`config.mk`:
```
export PLATFORM = sky130hd
export DESIGN_NAME = mwc_random_ranged_core_flat
export DESIGN_NICKNAME = d
export VERILOG_FILES = /design/src/rtl/mwc_pkg.sv /design/src/rtl/mwc_req_if.sv /design/src/rtl/mwc_rsp_if.sv /design/src/rtl/mwc_ctrl.sv /design/src/rtl/mwc_dp.sv /design/src/rtl/mwc_random_ranged_core.sv /design/src/flat_wrapper.sv
export SDC_FILE = /design/constraint.sdc
export NUM_CORES = 1
export LEC_CHECK = 0
export BUFFER_PORTS_ARGS = -buffer_cell sky130_fd_sc_hd__buf_4
export CORE_ASPECT_RATIO = 1.25
export CORE_MARGIN = 1
export CORE_UTILIZATION = 40
export DETAILED_ROUTE_END_ITERATION = 8
export PLACE_DENSITY_LB_ADDON = 0.12
export SYNTH_ARGS = -nofsm -noshare
export SYNTH_HDL_FRONTEND = slang
export SYNTH_SLANG_ARGS = --single-unit
```
`constraint.sdc`:
```
create_clock -name clk -period 7.66 [get_ports clk]
set_input_delay 0.383 -clock clk [delete_from_list [all_inputs] [get_ports clk]]
set_output_delay 0.383 -clock clk [all_outputs]
set_load 0.03 [all_outputs]
```
`src/rtl/mwc_pkg.sv`:
```
package mwc_pkg;

	localparam int DATA_W    = 32;
	localparam int HALF_W    = 16;
	localparam int CFG_IDX_W = 2;
	localparam int DIV_CNT_W = $clog2(DATA_W);

	localparam logic [DIV_CNT_W-1:0] DIV_LAST = DIV_CNT_W'(DATA_W - 1);

	// register indexes of the configuration port
	localparam logic [CFG_IDX_W-1:0] REG_SEED_W = CFG_IDX_W'(0);
	localparam logic [CFG_IDX_W-1:0] REG_SEED_Z = CFG_IDX_W'(1);

	localparam logic [DATA_W-1:0] RESET_W = 32'd521288629;
	localparam logic [DATA_W-1:0] RESET_Z = 32'd362436069;
	localparam logic [HALF_W-1:0] MUL_Z   = 16'd36969;
	localparam logic [HALF_W-1:0] MUL_W   = 16'd18000;

	localparam logic MODE_FULL   = 1'b0;
	localparam logic MODE_RANGED = 1'b1;

	typedef struct packed {
		logic load_req;
		logic advance;
		logic div_start;
		logic div_step;
		logic load_out;
	} ctrl_cmd_t;

	typedef struct packed {
		logic empty;
		logic ranged;
		logic div_last;
	} dp_sts_t;

endpackage

```
`src/rtl/mwc_req_if.sv`:
```
interface mwc_req_if;
	logic                       valid;
	logic                       ready;
	logic                       mode;
	logic [mwc_pkg::DATA_W-1:0] lower_bound;
	logic [mwc_pkg::DATA_W-1:0] upper_bound;

	modport source(output valid, mode, lower_bound, upper_bound, input ready);
	modport sink(input valid, mode, lower_bound, upper_bound, output ready);
endinterface

```
`src/rtl/mwc_rsp_if.sv`:
```
interface mwc_rsp_if;
	logic                       valid;
	logic                       ready;
	logic [mwc_pkg::DATA_W-1:0] value;

	modport source(output valid, value, input ready);
	modport sink(input valid, value, output ready);
endinterface

```
`src/rtl/mwc_ctrl.sv`:
```
module mwc_ctrl (
	input  logic               clk,
	input  logic               arst_n,
	input  logic               in_valid,
	output logic               in_ready,
	output logic               out_valid,
	input  logic               out_ready,
	output mwc_pkg::ctrl_cmd_t cmd,
	input  mwc_pkg::dp_sts_t   sts
);

	typedef enum logic [3:0] {
		ST_IDLE = 4'b0001,
		ST_DRAW = 4'b0010,
		ST_DIV  = 4'b0100,
		ST_DONE = 4'b1000
	} state_t;

	state_t state_q, state_d;
	logic   out_valid_q;
	logic   out_free;

	assign out_free  = !out_valid_q || out_ready;
	assign in_ready  = (state_q == ST_IDLE);
	assign out_valid = out_valid_q;

	always_comb begin
		state_d = state_q;
		cmd     = '0;
		case (state_q)
			ST_IDLE: begin
				if (in_valid) begin
					cmd.load_req = 1'b1;
					state_d      = ST_DRAW;
				end
			end
			ST_DRAW: begin
				// empty range keeps both halves
				cmd.advance   = !sts.empty;
				cmd.div_start = sts.ranged;
				state_d       = sts.ranged ? ST_DIV : ST_DONE;
			end
			ST_DIV: begin
				cmd.div_step = 1'b1;
				if (sts.div_last) begin
					state_d = ST_DONE;
				end
			end
			ST_DONE: begin
				if (out_free) begin
					cmd.load_out = 1'b1;
					state_d      = ST_IDLE;
				end
			end
			default: begin
				state_d = ST_IDLE;
			end
		endcase
	end

	always_ff @(posedge clk or negedge arst_n) begin
		if (!arst_n) begin
			state_q     <= ST_IDLE;
			out_valid_q <= 1'b0;
		end else begin
			state_q <= state_d;
			if (cmd.load_out) begin
				out_valid_q <= 1'b1;
			end else if (out_ready) begin
				out_valid_q <= 1'b0;
			end
		end
	end

endmodule

```
`src/rtl/mwc_dp.sv`:
```
module mwc_dp (
	input  logic                                clk,
	input  logic                                arst_n,
	input  logic                                cfg_we,
	input  logic [mwc_pkg::CFG_IDX_W-1:0]       cfg_index,
	input  logic [mwc_pkg::DATA_W-1:0]          cfg_data,
	input  logic                                mode,
	input  logic [mwc_pkg::DATA_W-1:0]          lower_bound,
	input  logic [mwc_pkg::DATA_W-1:0]          upper_bound,
	input  mwc_pkg::ctrl_cmd_t                  cmd,
	output mwc_pkg::dp_sts_t                    sts,
	output logic [mwc_pkg::DATA_W-1:0]          value
);

	logic [mwc_pkg::DATA_W-1:0]    w_q, z_q;
	logic                          mode_q;
	logic [mwc_pkg::DATA_W-1:0]    lo_q, hi_q;
	logic [mwc_pkg::DATA_W-1:0]    dvd_q, span_q, rem_q, out_q;
	logic [mwc_pkg::DIV_CNT_W-1:0] cnt_q;

	logic [mwc_pkg::DATA_W-1:0] z_prod, w_prod, z_next, w_next, draw_next;
	logic [mwc_pkg::DATA_W:0]   trial;
	logic                       trial_ge;
	logic [mwc_pkg::DATA_W-1:0] rem_next, result;
	logic                       empty;
	logic                       cfg_nz;

	// one lag-1 multiply-with-carry step per half
	assign z_prod = {16'd0, mwc_pkg::MUL_Z} * {16'd0, z_q[mwc_pkg::HALF_W-1:0]};
	assign w_prod = {16'd0, mwc_pkg::MUL_W} * {16'd0, w_q[mwc_pkg::HALF_W-1:0]};
	assign z_next = z_prod + {16'd0, z_q[mwc_pkg::DATA_W-1:mwc_pkg::HALF_W]};
	assign w_next = w_prod + {16'd0, w_q[mwc_pkg::DATA_W-1:mwc_pkg::HALF_W]};
	assign draw_next = {z_next[mwc_pkg::HALF_W-1:0], 16'd0} + w_next;

	// restoring remainder, one dividend bit per step
	assign trial    = {rem_q, dvd_q[mwc_pkg::DATA_W-1]};
	assign trial_ge = trial >= {1'b0, span_q};
	always_comb begin
		if (trial_ge) begin
			rem_next = mwc_pkg::DATA_W'(trial - {1'b0, span_q});
		end else begin
			rem_next = trial[mwc_pkg::DATA_W-1:0];
		end
	end

	assign empty        = (mode_q == mwc_pkg::MODE_RANGED) && (lo_q >= hi_q);
	assign sts.empty    = empty;
	assign sts.ranged   = (mode_q == mwc_pkg::MODE_RANGED) && !empty;
	assign sts.div_last = (cnt_q == mwc_pkg::DIV_LAST);

	always_comb begin
		if (mode_q == mwc_pkg::MODE_FULL) begin
			result = dvd_q;
		end else if (empty) begin
			result = lo_q;
		end else begin
			result = lo_q + rem_q;
		end
	end

	assign value  = out_q;
	assign cfg_nz = (cfg_data != '0);

	always_ff @(posedge clk or negedge arst_n) begin
		if (!arst_n) begin
			w_q <= mwc_pkg::RESET_W;
			z_q <= mwc_pkg::RESET_Z;
		end else begin
			if (cmd.advance) begin
				w_q <= w_next;
				z_q <= z_next;
			end else if (cfg_we && cfg_nz) begin
				if (cfg_index == mwc_pkg::REG_SEED_W) begin
					w_q <= cfg_data;
				end else if (cfg_index == mwc_pkg::REG_SEED_Z) begin
					z_q <= cfg_data;
				end
			end
		end
	end

	always_ff @(posedge clk) begin
		if (cmd.load_req) begin
			mode_q <= mode;
			lo_q   <= lower_bound;
			hi_q   <= upper_bound;
		end
		if (cmd.advance) begin
			dvd_q <= draw_next;
		end else if (cmd.div_step) begin
			dvd_q <= {dvd_q[mwc_pkg::DATA_W-2:0], 1'b0};
		end
		if (cmd.div_start) begin
			span_q <= hi_q - lo_q;
			rem_q  <= '0;
			cnt_q  <= '0;
		end else if (cmd.div_step) begin
			rem_q <= rem_next;
			cnt_q <= cnt_q + 1'b1;
		end
		if (cmd.load_out) begin
			out_q <= result;
		end
	end

endmodule

```
`src/rtl/mwc_random_ranged_core.sv`:
```
// order: input transfer, a draw state, for a ranged draw 32 remainder steps, then a
// result state that loads the output once the output register is free
// input: a new item is taken only once the last result is loaded into the output,
// and a new item is taken while that result waits
// reset: asynchronous active low, loads both halves with their default seeds
module mwc_random_ranged_core (
	input  logic                          clk,
	input  logic                          arst_n,
	input  logic                          cfg_we,
	input  logic [mwc_pkg::CFG_IDX_W-1:0] cfg_index,
	input  logic [mwc_pkg::DATA_W-1:0]    cfg_data,
	mwc_req_if.sink                       req,
	mwc_rsp_if.source                     rsp
);

	mwc_pkg::ctrl_cmd_t cmd;
	mwc_pkg::dp_sts_t   sts;

	mwc_ctrl u_ctrl (
		.clk       (clk),
		.arst_n    (arst_n),
		.in_valid  (req.valid),
		.in_ready  (req.ready),
		.out_valid (rsp.valid),
		.out_ready (rsp.ready),
		.cmd       (cmd),
		.sts       (sts)
	);

	mwc_dp u_dp (
		.clk         (clk),
		.arst_n      (arst_n),
		.cfg_we      (cfg_we),
		.cfg_index   (cfg_index),
		.cfg_data    (cfg_data),
		.mode        (req.mode),
		.lower_bound (req.lower_bound),
		.upper_bound (req.upper_bound),
		.cmd         (cmd),
		.sts         (sts),
		.value       (rsp.value)
	);

endmodule

```
`src/flat_wrapper.sv`:
```
// flat-port wrapper written by rule: the top's interface ports become plain ports
module mwc_random_ranged_core_flat 
  (clk, arst_n, cfg_we, cfg_index, cfg_data, req_valid, req_mode, req_lower_bound, req_upper_bound, req_ready, rsp_valid, rsp_value, rsp_ready);
  mwc_req_if req_i ();
  mwc_rsp_if rsp_i ();
  input  logic clk;
  input  logic arst_n;
  input  logic cfg_we;
  input  logic [mwc_pkg::CFG_IDX_W-1:0] cfg_index;
  input  logic [mwc_pkg::DATA_W-1:0] cfg_data;
  input wire logic [$bits(req_i.valid)-1:0] req_valid;
  input wire logic [$bits(req_i.mode)-1:0] req_mode;
  input wire logic [$bits(req_i.lower_bound)-1:0] req_lower_bound;
  input wire logic [$bits(req_i.upper_bound)-1:0] req_upper_bound;
  output wire logic [$bits(req_i.ready)-1:0] req_ready;
  output wire logic [$bits(rsp_i.valid)-1:0] rsp_valid;
  output wire logic [$bits(rsp_i.value)-1:0] rsp_value;
  input wire logic [$bits(rsp_i.ready)-1:0] rsp_ready;
  assign req_i.valid = req_valid;
  assign req_i.mode = req_mode;
  assign req_i.lower_bound = req_lower_bound;
  assign req_i.upper_bound = req_upper_bound;
  assign req_ready = req_i.ready;
  assign rsp_valid = rsp_i.valid;
  assign rsp_value = rsp_i.value;
  assign rsp_i.ready = rsp_ready;
  mwc_random_ranged_core u_core (.clk(clk), .arst_n(arst_n), .cfg_we(cfg_we), .cfg_index(cfg_index), .cfg_data(cfg_data), .req(req_i), .rsp(rsp_i));
endmodule
```
# Word-level counts from Yosys, hierarchy flattened
# Index checks and enable logic that the tools add are counted.
# totals
reg_bits,267
in_bits,104
output_inout_bits,34
elab_cells,74
# classes
n_addsub,7
mul,2
n_lt_le_gt_ge,2
eq_ne,10
mux,25
reduce_logical,16
# op_table
op,n
two-way mux 32 bit,12
adder 32 bit,2
subtractor 32 bit,2
>= comparator 33 x 32 -> 1 bit,1
adder 31 x 16 -> 32 bit,1
adder 32 x 16 -> 32 bit,1
>= comparator 32 bit,1
"multiplier 16 x 16 -> 32 bit, first input constant",1
nonzero test 32 bit,1
"multiplier 11 x 16 -> 27 bit, first input constant",1
two-way mux 4 bit,4
case mux 4 bit (4 select lines),1
nonzero test 2 bit,5
two-way mux 1 bit,7
AND reduction 3 bit,2
"adder 5 x 1 -> 5 bit, second input constant",1
"equality test 5 bit, second input constant",1
"equality test 4 x 1 -> 1 bit, second input constant",1
"equality test 4 x 2 -> 1 bit, second input constant",1
"equality test 4 x 3 -> 1 bit, second input constant",1
"equality test 4 bit, second input constant",1
"inequality test 2 x 1 -> 1 bit, second input constant",2
"inequality test 2 bit, second input constant",2
logical AND 1 bit,3
other kinds (6),7

# Depth between registers and ports, before layout
# Gate-level depths: netlist of run 1.
# depth
word_depth,7
depth_mapped,31

# By module
# From an unflattened synthesis of run 1, not the netlist that was laid out.
# hier_totals
cells_unflattened,2623
hier_area_um2,24601.1
# modules_own_cells
mod,n_inst,cells_each,area_per_inst_um2,seq_area_each_um2
mwc_dp,1,2594,24320.8,7218.2
mwc_ctrl,1,29,280.3,126.4

# Worst setup path after synthesis of run 1
# Ideal clock, no wire load.
# synth_path
path_kind,reg-to-reg
start,register u_core.u_dp.w_q[7] (netlist name)
end,register u_core.u_dp.dvd_q[31] (netlist name) (data pin)
setup_time_ns,0.152
arrival_time_ns,6.684
t_required_ns,7.508
slack_ns,0.824
stages_incl_launch_ff,28
n_path_buf,1
period_less_slack_ns,6.836
cell_sequence,dfstp_2 -> ha_1 -> ha_1 -> fa_1 -> fa_1 -> inv_1 -> fa_1 -> inv_1 -> ha_1 -> clkdlybuf4s15_2 -> and3_1 -> a221oi_1 -> nor4_1 -> or2_2 -> xnor2_1 -> nand4bb_4 -> nor4_1 -> xnor2_1 -> ha_1 -> nor3_1 -> o311a_1 -> nor3_1 -> nand4_1 -> nand4b_1 -> a21o_1 -> a21o_2 -> a21o_1 -> a31oi_1
# synth_via
elab_chain_cells,4
# synth_rtl
element,line,text
start: declaration,mwc_dp.sv:15,"logic [mwc_pkg::DATA_W-1:0] w_q, z_q;"
start signal: assignment,mwc_dp.sv:66,w_q <= mwc_pkg::RESET_W;
start signal: assignment,mwc_dp.sv:70,w_q <= w_next;
start signal: assignment,mwc_dp.sv:74,w_q <= cfg_data;
multiplier 11 x 16 -> 27 bit,mwc_dp.sv:30,"assign w_prod = {16'd0, mwc_pkg::MUL_W} * {16'd0, w_q[mwc_pkg::HALF_W-1:0]};"
adder 31 x 16 -> 32 bit,mwc_dp.sv:32,"assign w_next = w_prod + {16'd0, w_q[mwc_pkg::DATA_W-1:mwc_pkg::HALF_W]};"
adder 32 bit,mwc_dp.sv:33,"assign draw_next = {z_next[mwc_pkg::HALF_W-1:0], 16'd0} + w_next;"
two-way mux 32 bit,mwc_dp.sv:88,if (cmd.advance) begin
end signal: assignment,mwc_dp.sv:89,dvd_q <= draw_next;
end signal: assignment,mwc_dp.sv:91,"dvd_q <= {dvd_q[mwc_pkg::DATA_W-2:0], 1'b0};"
end: declaration,mwc_dp.sv:18,"logic [mwc_pkg::DATA_W-1:0] dvd_q, span_q, rem_q, out_q;"
# No other way between the ends.
# A chain may end at the register's enable or synchronous reset.

# Worst setup path after layout of run 1
# layout_path
start,register u_core.u_dp.w_q[9] (netlist name)
end,register u_core.u_dp.dvd_q[31] (netlist name) (data pin)
# Same word-level chain as after synthesis.

==> reports/metrics.yaml, run 1 <==
clock_network:
  cts_made_buffers: 34
  cts_tree: "done"
  numClockSinks: 267
  post_cts_setup_repair_buffer_count: 0
  clockBufferDepth: 3
  clk_transition_reported_paths_ns: 0.06
  clock_network_latency_to_the_later_pin_of_the_worst_skew_pair_ns: 0.57
  cts_max_level: 2
  cts_root_buffer: "clkbuf_16"
timing:
  fmaxAchievable_ghz: 0.137
  report.final.hold_viol_count: 0
  max_slew.worst_pin.slew_ns: 1.19
  final_worst_clock_skew_ns: 0.0367
  pins_over_their_slew_limit: 0
  timing.slew.headroom_pct: 20.6
  final_critical_delay_including_setup_and_external_delays_ns: 7.31
  rsz0062_at_grt: "yes"
  finalSetupViolCount: 0
  post-route-period-util_pct: 95.4
layout:
  final_layout_size_suffix_gt1_share_pct: 10.5
  area.growth.synth_to_final_pct: 15.1
  stdcell_count: 3682
  finalNetCount: 3393
global_route:
  grt_antenna_before_repair: 3
  grt_start_max_net_pins: 90
  global_route_wire_length_before_repair_um: 120000
  via_count_of_the_first_global_routing_pass: 21116
  grt_util_all_layers_pct: 25.0
  grt_remaining_overflow: 0
flow_run:
  cap_violations: 0
setup_path:
  worstSetupPathType: "flip-flop to flip-flop"
  crit_path_max_fanout: 11
  critical_path.endpoint_type: "flip-flop"
  cp.required_ns: 8.03
  start_kind: "flip-flop"
  critPathArrivalTime_ns: 7.68
synthesis:
  dominant_cell_type_by_area_after_synthesis: "edfxtp_1"
  yosysWarnings: 0
  area_contributors_post_synth: "edfxtp_1, ha_1, fa_1, inv_1, o21ai_0"
  post_synth_most_frequent_cells: "ha_1, inv_1, nand2_1"
  postSynth.asyncResetShare_pct: 25.8
  synthDominantCellAreaShare_pct: 19.6
  synth_cells: 2654
  netlist_area_um2: 24700
  synth.yosys.seq_area_share_pct: 29.7
  postSynthNetCount: 3215
  most_instantiated_library_cell_after_synthesis: "ha_1"
  synth_cell_type_count: 81
  syn_avg_cell_area_um2: 9.31
  synth_flop_cell: "edfxtp_1"
  synth_enable_flop_cells: 161
  ys_seq_elements: 267
die:
  placeableCoreArea_um2: 60900
  fp-row-count: 101
  die_wd_um: 224
  initial_core_util_pct: 40.5
  design.portCount: 138
  die_area_um2: 62800
  die_height_um: 280
drt:
  vias: 20392
  post-route-drc-count: 0
  detailedRoute.firstIterationViolations: 1031
  drt-total-wl_um: 78200
  drt-pass1-iter-count: 5
  routed_via_density: 5.54
  drtAntennaViolNets: 0
  route.detailed.wl_per_inst_um: 21.2
place:
  place_hpwl_um: 62000
  placed_cells_incl_taps: 3555
  finalWeightedCongestion: 0.929
  port-buffer-count: 137
outcome:
  status: "complete, no violations"
worst_hold_path:
  hp-class: "input port to flip-flop"
-- through the flow --
step	util (%)	TNS [ns]	area, µm²	hold WS (ns)	setup slack, ns
2_1_floorplan	-	0	24700	0.0874	0.824
3_3_place_gp	43.7	0	26600	0.240	0.498
3_5_place_dp	43.7	0	26600	0.241	0.309
4_1_cts	46.6	0	28400	0.0109	0.275
5_1_grt	46.7	-0.0250	28400	0.00845	-0.0250
6_report	46.7	0	28400	0.0252	0.350
-- area by class of cell --
type / count / area (µm²)
fillers: 5943 / 32500
multi-input cells: 2020 / 16000
flip-flops and latches: 267 / 7340
repair buffers: 226 / 1870
inverters: 283 / 1060
well taps: 824 / 1030
clock buffers: 41 / 908
clock inverters: 19 / 203
diodes: 2 / 5.00
-- cell families (layout without fill, tap and decap cells) --
group                    Yosys count  count (layout)  synth area share [%]
AND/OR/NAND/NOR                  688             688                  13.5
flip-flops                       267             267                  29.7
multiplexers                      75              75                  3.14
buffers and inverters            367             569                  5.80
other                              0               2                     0
AO/OA/AOI/OAI                    660             660                  16.9
XOR/XNOR                         140             140                  4.96
adder cells (fa/ha/maj)          457             457                  25.9
-- critical path: stages (launching register included) --
cell and delay (ns):
dfstp_2 0.63, ha_1 0.26, ha_1 0.30, fa_1 0.51, fa_1 0.54, inv_1 0.06
fa_1 0.53, inv_1 0.04, ha_1 0.41, and3_1 0.29, a221oi_1 0.36, nor4_1 0.13
or2_2 0.36, xnor2_2 0.26, nand4bb_4 0.23, nor2_1 0.07, xnor2_1 0.26, ha_1 0.36
and3_1 0.18, a21oi_1 0.14, o311a_1 0.19, nor3_1 0.06, nand4_1 0.09, nand4b_1 0.13
a21o_1 0.20, a21o_2 0.21, a21o_1 0.15, a31oi_1 0.17
-- repair_timing --
item / CTS / global route
gates resized for setup: 0 / 8
hold buffers: 65 / 0
setup endpoints to repair: 0 / 3
endpoints found under the hold margin: 75 / 0
-- layer usage --
| metal | routed length, µm | vias up | track usage [%] |
|---|---|---|---|
| li1 | - | 9892 | - |
| met1 | 32600 | 9931 | 29.6 |
| met2 | 39800 | 428 | 45.9 |
| met3 | 2730 | 137 | 2.94 |
| met4 | 3080 | 4 | 9.68 |
| met5 | 23 | - | 0 |
-- worst paths after layout --
path                                                   start                                end  slack, ns  depth (start not counted)
hold / removal                            req_lower_bound[9]      u_core.u_dp.lo_q[9]$_DFFE_PP_       0.03                          1
hold reg to reg            u_core.u_dp.cnt_q[4]$_SDFFE_PP0P_  u_core.u_dp.cnt_q[4]$_SDFFE_PP0P_       0.46                          2
setup / recovery              u_core.u_dp.w_q[9]$_DFFE_PN1P_    u_core.u_dp.dvd_q[31]$_DFFE_PP_       0.35                         27
min in group asynchronous                             arst_n    u_core.u_dp.z_q[30]$_DFFE_PN0P_       0.26                          2
max in group asynchronous                             arst_n    u_core.u_dp.z_q[22]$_DFFE_PN0P_       6.29                          3
setup reg to reg              u_core.u_dp.w_q[9]$_DFFE_PN1P_    u_core.u_dp.dvd_q[31]$_DFFE_PP_       0.35                         27
-- layout by cell type (no fill, tap or decap), drive strengths merged, types with 20 or more instances in the layout --
| cell type | count |
|---|---|
| nand4 | 24 |
| dfstp | 34 |
| mux2i | 56 |
| o21a | 20 |
| edfxtp | 161 |
| nand3 | 40 |
| xnor2 | 83 |
| and3 | 23 |
| xor2 | 57 |
| a21o | 92 |
| a31oi | 42 |
| ha | 365 |
| or3 | 23 |
| nor3 | 65 |
| inv | 283 |
| fa | 92 |
| nor2b | 20 |
| clkbuf | 41 |
| dfxtp | 37 |
| dfrtp | 35 |
| o21ai | 187 |
| nor2 | 147 |
| nor4 | 39 |
| a21oi | 154 |
| nand2b | 29 |
| nand2 | 225 |
| dlygate4sd3 | 65 |
| buf | 161 |
| a211oi | 35 |
-- sequential cells by signal (all words and copies together), names as in the netlist --
signal / flops
u_core.u_dp.cnt_q: 5
u_core.u_dp.z_q: 32
u_core.u_dp.lo_q: 32
u_core.u_dp.value: 32
u_core.u_dp.dvd_q: 32
u_core.u_dp.rem_q: 32
u_core.u_ctrl.out_valid: 1
u_core.u_dp.hi_q: 32
u_core.u_dp.w_q: 32
u_core.u_ctrl.state_q: 4
u_core.u_dp.span_q: 32
u_core.u_dp.mode_q: 1
Power of run 1 is not shown: default switching activity piles up to over one toggle a cycle in this logic, so the estimate is an artifact.
==> run 2: changes to the inputs <==
--- a/config.mk
+++ b/config.mk
@@ -9,6 +9,7 @@
 export CORE_ASPECT_RATIO = 1.25
 export CORE_MARGIN = 1
 export CORE_UTILIZATION = 40
+export CTS_CLUSTER_SIZE = 28
 export DETAILED_ROUTE_END_ITERATION = 8
 export PLACE_DENSITY_LB_ADDON = 0.12
 export SYNTH_ARGS = -nofsm -noshare
==> constraint.sdc (replaced) <==
create_clock -name clk -period 8.78 [get_ports clk]
set_input_delay 0.439 -clock clk [delete_from_list [all_inputs] [get_ports clk]]
set_output_delay 0.439 -clock clk [all_outputs]
set_load 0.03 [all_outputs]
==> reports/metrics.yaml, run 2 (same netlist as run 1, synthesis figures left out) <==
place:
  place_hpwl_um: 61600  # -0.64%
  port-buffer-count: 137  # unchanged
  placed_cells_incl_taps: 3551  # -0.11%
  finalWeightedCongestion: 0.920  # -0.97%
timing:
  max_slew.worst_pin.slew_ns: 1.11  # -0.0790 ns
  fmaxAchievable_ghz: 0.131  # -4.3%
  post-route-period-util_pct: 87.0  # -8.5 points
  rsz0062_at_grt: "no"
  pins_over_their_slew_limit: 0  # unchanged
  setup-tns-final_ns: 0  # unchanged
  finalSetupViolCount: 0  # unchanged
  final_worst_clock_skew_ns: 0.0228  # -0.0139 ns
  final_critical_delay_including_setup_and_external_delays_ns: 7.63  # +0.325 ns
  timing.slew.headroom_pct: 25.7  # +5.1 points
  report.final.hold_viol_count: 0  # unchanged
worst_hold_path:
  hp-class: "input port to flip-flop"
drt:
  met2_length_um: 39600  # -0.50%
  vias: 20081  # -1.5%
  routedLengthMet1_um: 31800  # -2.4%
  met3_wirelength_um: 2920  # +7.0%
  drt-pass1-iter-count: 7  # +2
  route.detailed.wl_per_inst_um: 21.4  # +0.71%
  routed_via_density: 5.55  # +0.27%
  post-route-drc-count: 0  # unchanged
  detailedRoute.firstIterationViolations: 927  # -10%
  drt-total-wl_um: 77300  # -1.1%
  drtAntennaViolNets: 0  # unchanged
  topmost_layer_with_routed_signal_wires: "met4"
clock_network:
  clockBufferDepth: 3  # unchanged
  cts_made_buffers: 35  # +2.9%
  clk_transition_reported_paths_ns: 0.06  # about the same
  cts_max_level: 2  # unchanged
  ctsResizeCount: 0  # unchanged
  clock_network_latency_to_the_later_pin_of_the_worst_skew_pair_ns: 0.56  # about the same
  cts_root_buffer: "clkbuf_16"
  cts_tree: "done"
  numClockSinks: 267  # unchanged
setup_path:
  crit_path_max_fanout: 6  # -5
  start_kind: "flip-flop"
  critical_path.endpoint_type: "flip-flop"
  critical_path.most_common_cell: "ha_1"
  cp.required_ns: 9.04  # +1.01 ns
  worstSetupPathType: "flip-flop to flip-flop"
  critPathArrivalTime_ns: 7.90  # +0.22 ns
  cp_max_stage_delay_ns: 0.76  # +0.13 ns
  critical-path-slowest-cell: "a2111oi_0"
layout:
  stdcell_count: 3616  # -1.8%
  area.growth.synth_to_final_pct: 12.2
  layout.core_utilization_pct: 45.5  # -1.2 points
  antenna_cells: 0  # -2
  layout.cells.most_common: "ha_1"
  finalNetCount: 3326  # -2.0%
  final_layout_size_suffix_gt1_share_pct: 10.4  # -0.15 points
  layout_common_cells: "ha_1, inv_1, nand2_1"
global_route:
  grt_antenna_before_repair: 0  # -3
  grt_util_all_layers_pct: 24.7  # -0.29 points
  grt_remaining_overflow: 0  # unchanged
  global_route_wire_length_before_repair_um: 119000  # -1.2%
  via_count_of_the_first_global_routing_pass: 20530  # -2.8%
  grt_start_max_net_pins: 79  # -12%
flow_run:
  cap_violations: 0  # unchanged
die:
  die_area_um2: 62800  # unchanged
  die_wd_um: 224  # unchanged
  die_height_um: 280  # unchanged
  design.portCount: 138  # unchanged
  placeableCoreArea_um2: 60900  # unchanged
  initial_core_util_pct: 40.5  # unchanged
  fp-row-count: 101  # unchanged
outcome:
  status: "complete, no violations"
==> run 2: path summary, 6_finish.rpt <==
kind                                                              to  slack (ns)                               from  depth (start not counted)
worst min-delay path                   u_core.u_dp.lo_q[2]$_DFFE_PP_        0.06                 req_lower_bound[2]                          1
min in group asynchronous       u_core.u_ctrl.state_q[3]$_DFFE_PN0P_        0.26                             arst_n                          2
worst min register to register     u_core.u_dp.cnt_q[4]$_SDFFE_PP0P_        0.46  u_core.u_dp.cnt_q[4]$_SDFFE_PP0P_                          2
worst max register to register       u_core.u_dp.dvd_q[30]$_DFFE_PP_        1.15     u_core.u_dp.w_q[2]$_DFFE_PN1P_                         29
worst max-delay path                 u_core.u_dp.dvd_q[30]$_DFFE_PP_        1.15     u_core.u_dp.w_q[2]$_DFFE_PN1P_                         29
max in group asynchronous            u_core.u_dp.z_q[16]$_DFFE_PN0P_        7.38                             arst_n                          3
==> run 2: layout make-up <==
class	instances	area, µm²
Fill cell	5997	33200
Multi-Input combinational cell	2020	16000
Timing Repair Buffer	158	1190
Sequential cell	267	7340
Clock inverter	13	130
Tap cell	824	1030
Inverter	283	1060
Clock buffer	51	977
==> run 2: layer usage <==
layer / global-route usage, % / vias to the layer above
met4: 9.51 / 0
met3: 2.79 / 118
met2: 45.4 / 426
met5: 0 / -
li1: - / 9751
met1: 29.3 / 9786
==> run 2: what timing repair did <==
action,CTS,global route
hold buffers,1,0
endpoints found under the hold margin,10,0
setup buffers,0,0
==> run 2: critical path, delay by kind of cell (launching register included) <==
kind | cells | cell delay, ns
xor+xnor | 2 | 0.28
buf+inv | 1 | 0.07
flops | 1 | 0.59
simple gates | 7 | 0.94
compound gates | 10 | 2.41
fa+ha+maj | 9 | 3.04
==> run 2: stage by stage <==
stage / area (µm²) / worst slack [ns] / hold slack (ns)
after floorplan: 24700 / 1.94 / 0.143
after global placement: 26600 / 1.33 / 0.290
after detailed placement: 26600 / 1.16 / 0.295
after CTS: 27700 / 1.13 / 0.0222
after global routing: 27700 / 0.509 / 0.0294
final: 27700 / 1.15 / 0.0589
Power of run 2 is left out for the same reason.
==> run 3: changes to the inputs <==
--- a/config.mk
+++ b/config.mk
@@ -5,7 +5,7 @@
 export SDC_FILE = /design/constraint.sdc
 export NUM_CORES = 1
 export LEC_CHECK = 0
-export BUFFER_PORTS_ARGS = -buffer_cell sky130_fd_sc_hd__buf_4
+export BUFFER_PORTS_ARGS = -buffer_cell sky130_fd_sc_hd__buf_2
 export CORE_ASPECT_RATIO = 1.25
 export CORE_MARGIN = 1
 export CORE_UTILIZATION = 40
==> reports/metrics.yaml, run 3 (same netlist as run 1, synthesis figures left out) <==
global_route:
  grt_antenna_before_repair: 0  # unchanged
  grt_remaining_overflow: 0  # unchanged
  global_route_wire_length_before_repair_um: 119000  # +0.19%
  grt_start_max_net_pins: 92  # +16%
  via_count_of_the_first_global_routing_pass: 20537  # +0.034%
  grt_util_all_layers_pct: 24.8  # +0.050 points
place:
  port-buffer-count: 137  # unchanged
  finalWeightedCongestion: 0.922  # +0.16%
  pre_cts_slack_ns: 1.18  # +0.0182 ns
  place_hpwl_um: 61600  # about the same
timing:
  rsz0062_at_grt: "no"
  timing.hold.ws_ns: 0.0454  # -0.0135 ns
  finalSetupViolCount: 0  # unchanged
  setup_ws_final_ns: 1.16  # +0.0142 ns
  setup-tns-final_ns: 0  # unchanged
  pins_over_their_slew_limit: 0  # unchanged
  post-route-period-util_pct: 86.8  # -0.16 points
  report.final.hold_viol_count: 0  # unchanged
  timing.slew.headroom_pct: 24.0  # -1.6 points
  max_slew.worst_pin.slew_ns: 1.14  # +0.0244 ns
  final_critical_delay_including_setup_and_external_delays_ns: 7.62  # -0.0142 ns
  final_worst_clock_skew_ns: 0.0231  # +0.000265 ns
  fmaxAchievable_ghz: 0.131  # +0.19%
die:
  die_area_um2: 62800  # unchanged
  design.portCount: 138  # unchanged
  placeableCoreArea_um2: 60900  # unchanged
  fp-row-count: 101  # unchanged
  initial_core_util_pct: 40.5  # unchanged
  die_wd_um: 224  # unchanged
  die_height_um: 280  # unchanged
setup_path:
  cp_max_stage_delay_ns: 0.80  # +0.04 ns
  critPathArrivalTime_ns: 7.90  # about the same
  critPathTopFamily: "adder cells"
  critical_path.endpoint_type: "flip-flop"
  crit_path_max_fanout: 6  # unchanged
  critical-path-slowest-cell: "a2111oi_0"
  cp.required_ns: 9.06  # +0.02 ns
  cp.buffers_inverters: 1  # unchanged
  start_kind: "flip-flop"
  critical_path.most_common_cell: "ha_1"
  worstSetupPathType: "flip-flop to flip-flop"
layout:
  area.growth.synth_to_final_pct: 11.1
  final_layout_size_suffix_gt1_share_pct: 10.5  # +0.15 points
  layout.core_utilization_pct: 45.0  # -0.46 points
  layout.cells.most_common: "ha_1"
  finalNetCount: 3325  # -0.030%
  layout_common_cells: "ha_1, inv_1, nand2_1"
drt:
  route.detailed.wl_per_inst_um: 21.2  # -0.84%
  drt-pass1-iter-count: 6  # -1
  detailedRoute.firstIterationViolations: 987  # +6.5%
  drt-total-wl_um: 76700  # -0.84%
  drtAntennaViolNets: 0  # unchanged
  post-route-drc-count: 0  # unchanged
  vias: 19846  # -1.2%
  routed_via_density: 5.49  # -1.2%
clock_network:
  cts_max_level: 2  # unchanged
  clock_network_latency_to_the_later_pin_of_the_worst_skew_pair_ns: 0.57  # about the same
  numClockSinks: 267  # unchanged
  ctsResizeCount: 0  # unchanged
  clockBufferDepth: 3  # unchanged
  cts_made_buffers: 35  # unchanged
  clk_transition_reported_paths_ns: 0.06  # about the same
  cts_tree: "done"
  post_cts_setup_repair_buffer_count: 0  # unchanged
  cts_root_buffer: "clkbuf_16"
flow_run:
  cap_violations: 0  # unchanged
worst_hold_path:
  hp-class: "input port to flip-flop"
outcome:
  status: "complete, no violations"
==> run 3: changes by cell type in the layout (fill, tap and decap cells not counted), moves of 2 or more <==
| cell | before | now |
|---|---|---|
| buf_2 | 0 | 136 |
| buf_4 | 157 | 20 |
| clkbuf_1 | 13 | 8 |
| clkinvlp_4 | 1 | 3 |
==> run 3: layer usage <==
metal  GRT usage [%]  part of all wire (%)
met4            9.11                   3.6
met2            46.3                    52
met5               0                     0
met1            29.1                    42
met3            2.55                   3.0
==> run 3: what timing repair did <==
| action | in CTS | in global routing |
|---|---|---|
| setup endpoints to repair | 0 | 0 |
| hold buffers | 1 | 0 |
| endpoints found under the hold margin | 11 | 0 |
==> run 3: final cells by class <==
type	count	area, µm²
fill	6008	33500
multi-input combinational	2020	16000
sequential	267	7340
inverter	283	1060
tap	824	1030
clock buffer	48	997
timing repair buffer	157	841
clock inverter	16	178
antenna	1	2.50
==> run 3: worst paths after layout <==
path,depth (start not counted),endpoint,from,slack (ns)
max,28,u_core.u_dp.dvd_q[30]$_DFFE_PP_,u_core.u_dp.w_q[2]$_DFFE_PN1P_,1.16
min,1,u_core.u_dp.hi_q[20]$_DFFE_PP_,req_upper_bound[20],0.05
max reg2reg,28,u_core.u_dp.dvd_q[30]$_DFFE_PP_,u_core.u_dp.w_q[2]$_DFFE_PN1P_,1.16
min reg2reg,2,u_core.u_dp.cnt_q[4]$_SDFFE_PP0P_,u_core.u_dp.cnt_q[4]$_SDFFE_PP0P_,0.47
max in group asynchronous,3,u_core.u_dp.w_q[21]$_DFFE_PN0P_,arst_n,7.39
min in group asynchronous,2,u_core.u_ctrl.state_q[2]$_DFFE_PN0P_,arst_n,0.27
==> run 3: stage by stage <==
stage                     cell area (µm²)  std cells
after floorplan                     24700       2654
after global placement              26200       3550
after detailed placement            26200       3550
after CTS                           27400       3615
after global routing                27400       3615
final                               27400       3616
Power of run 3 is left out for the same reason.
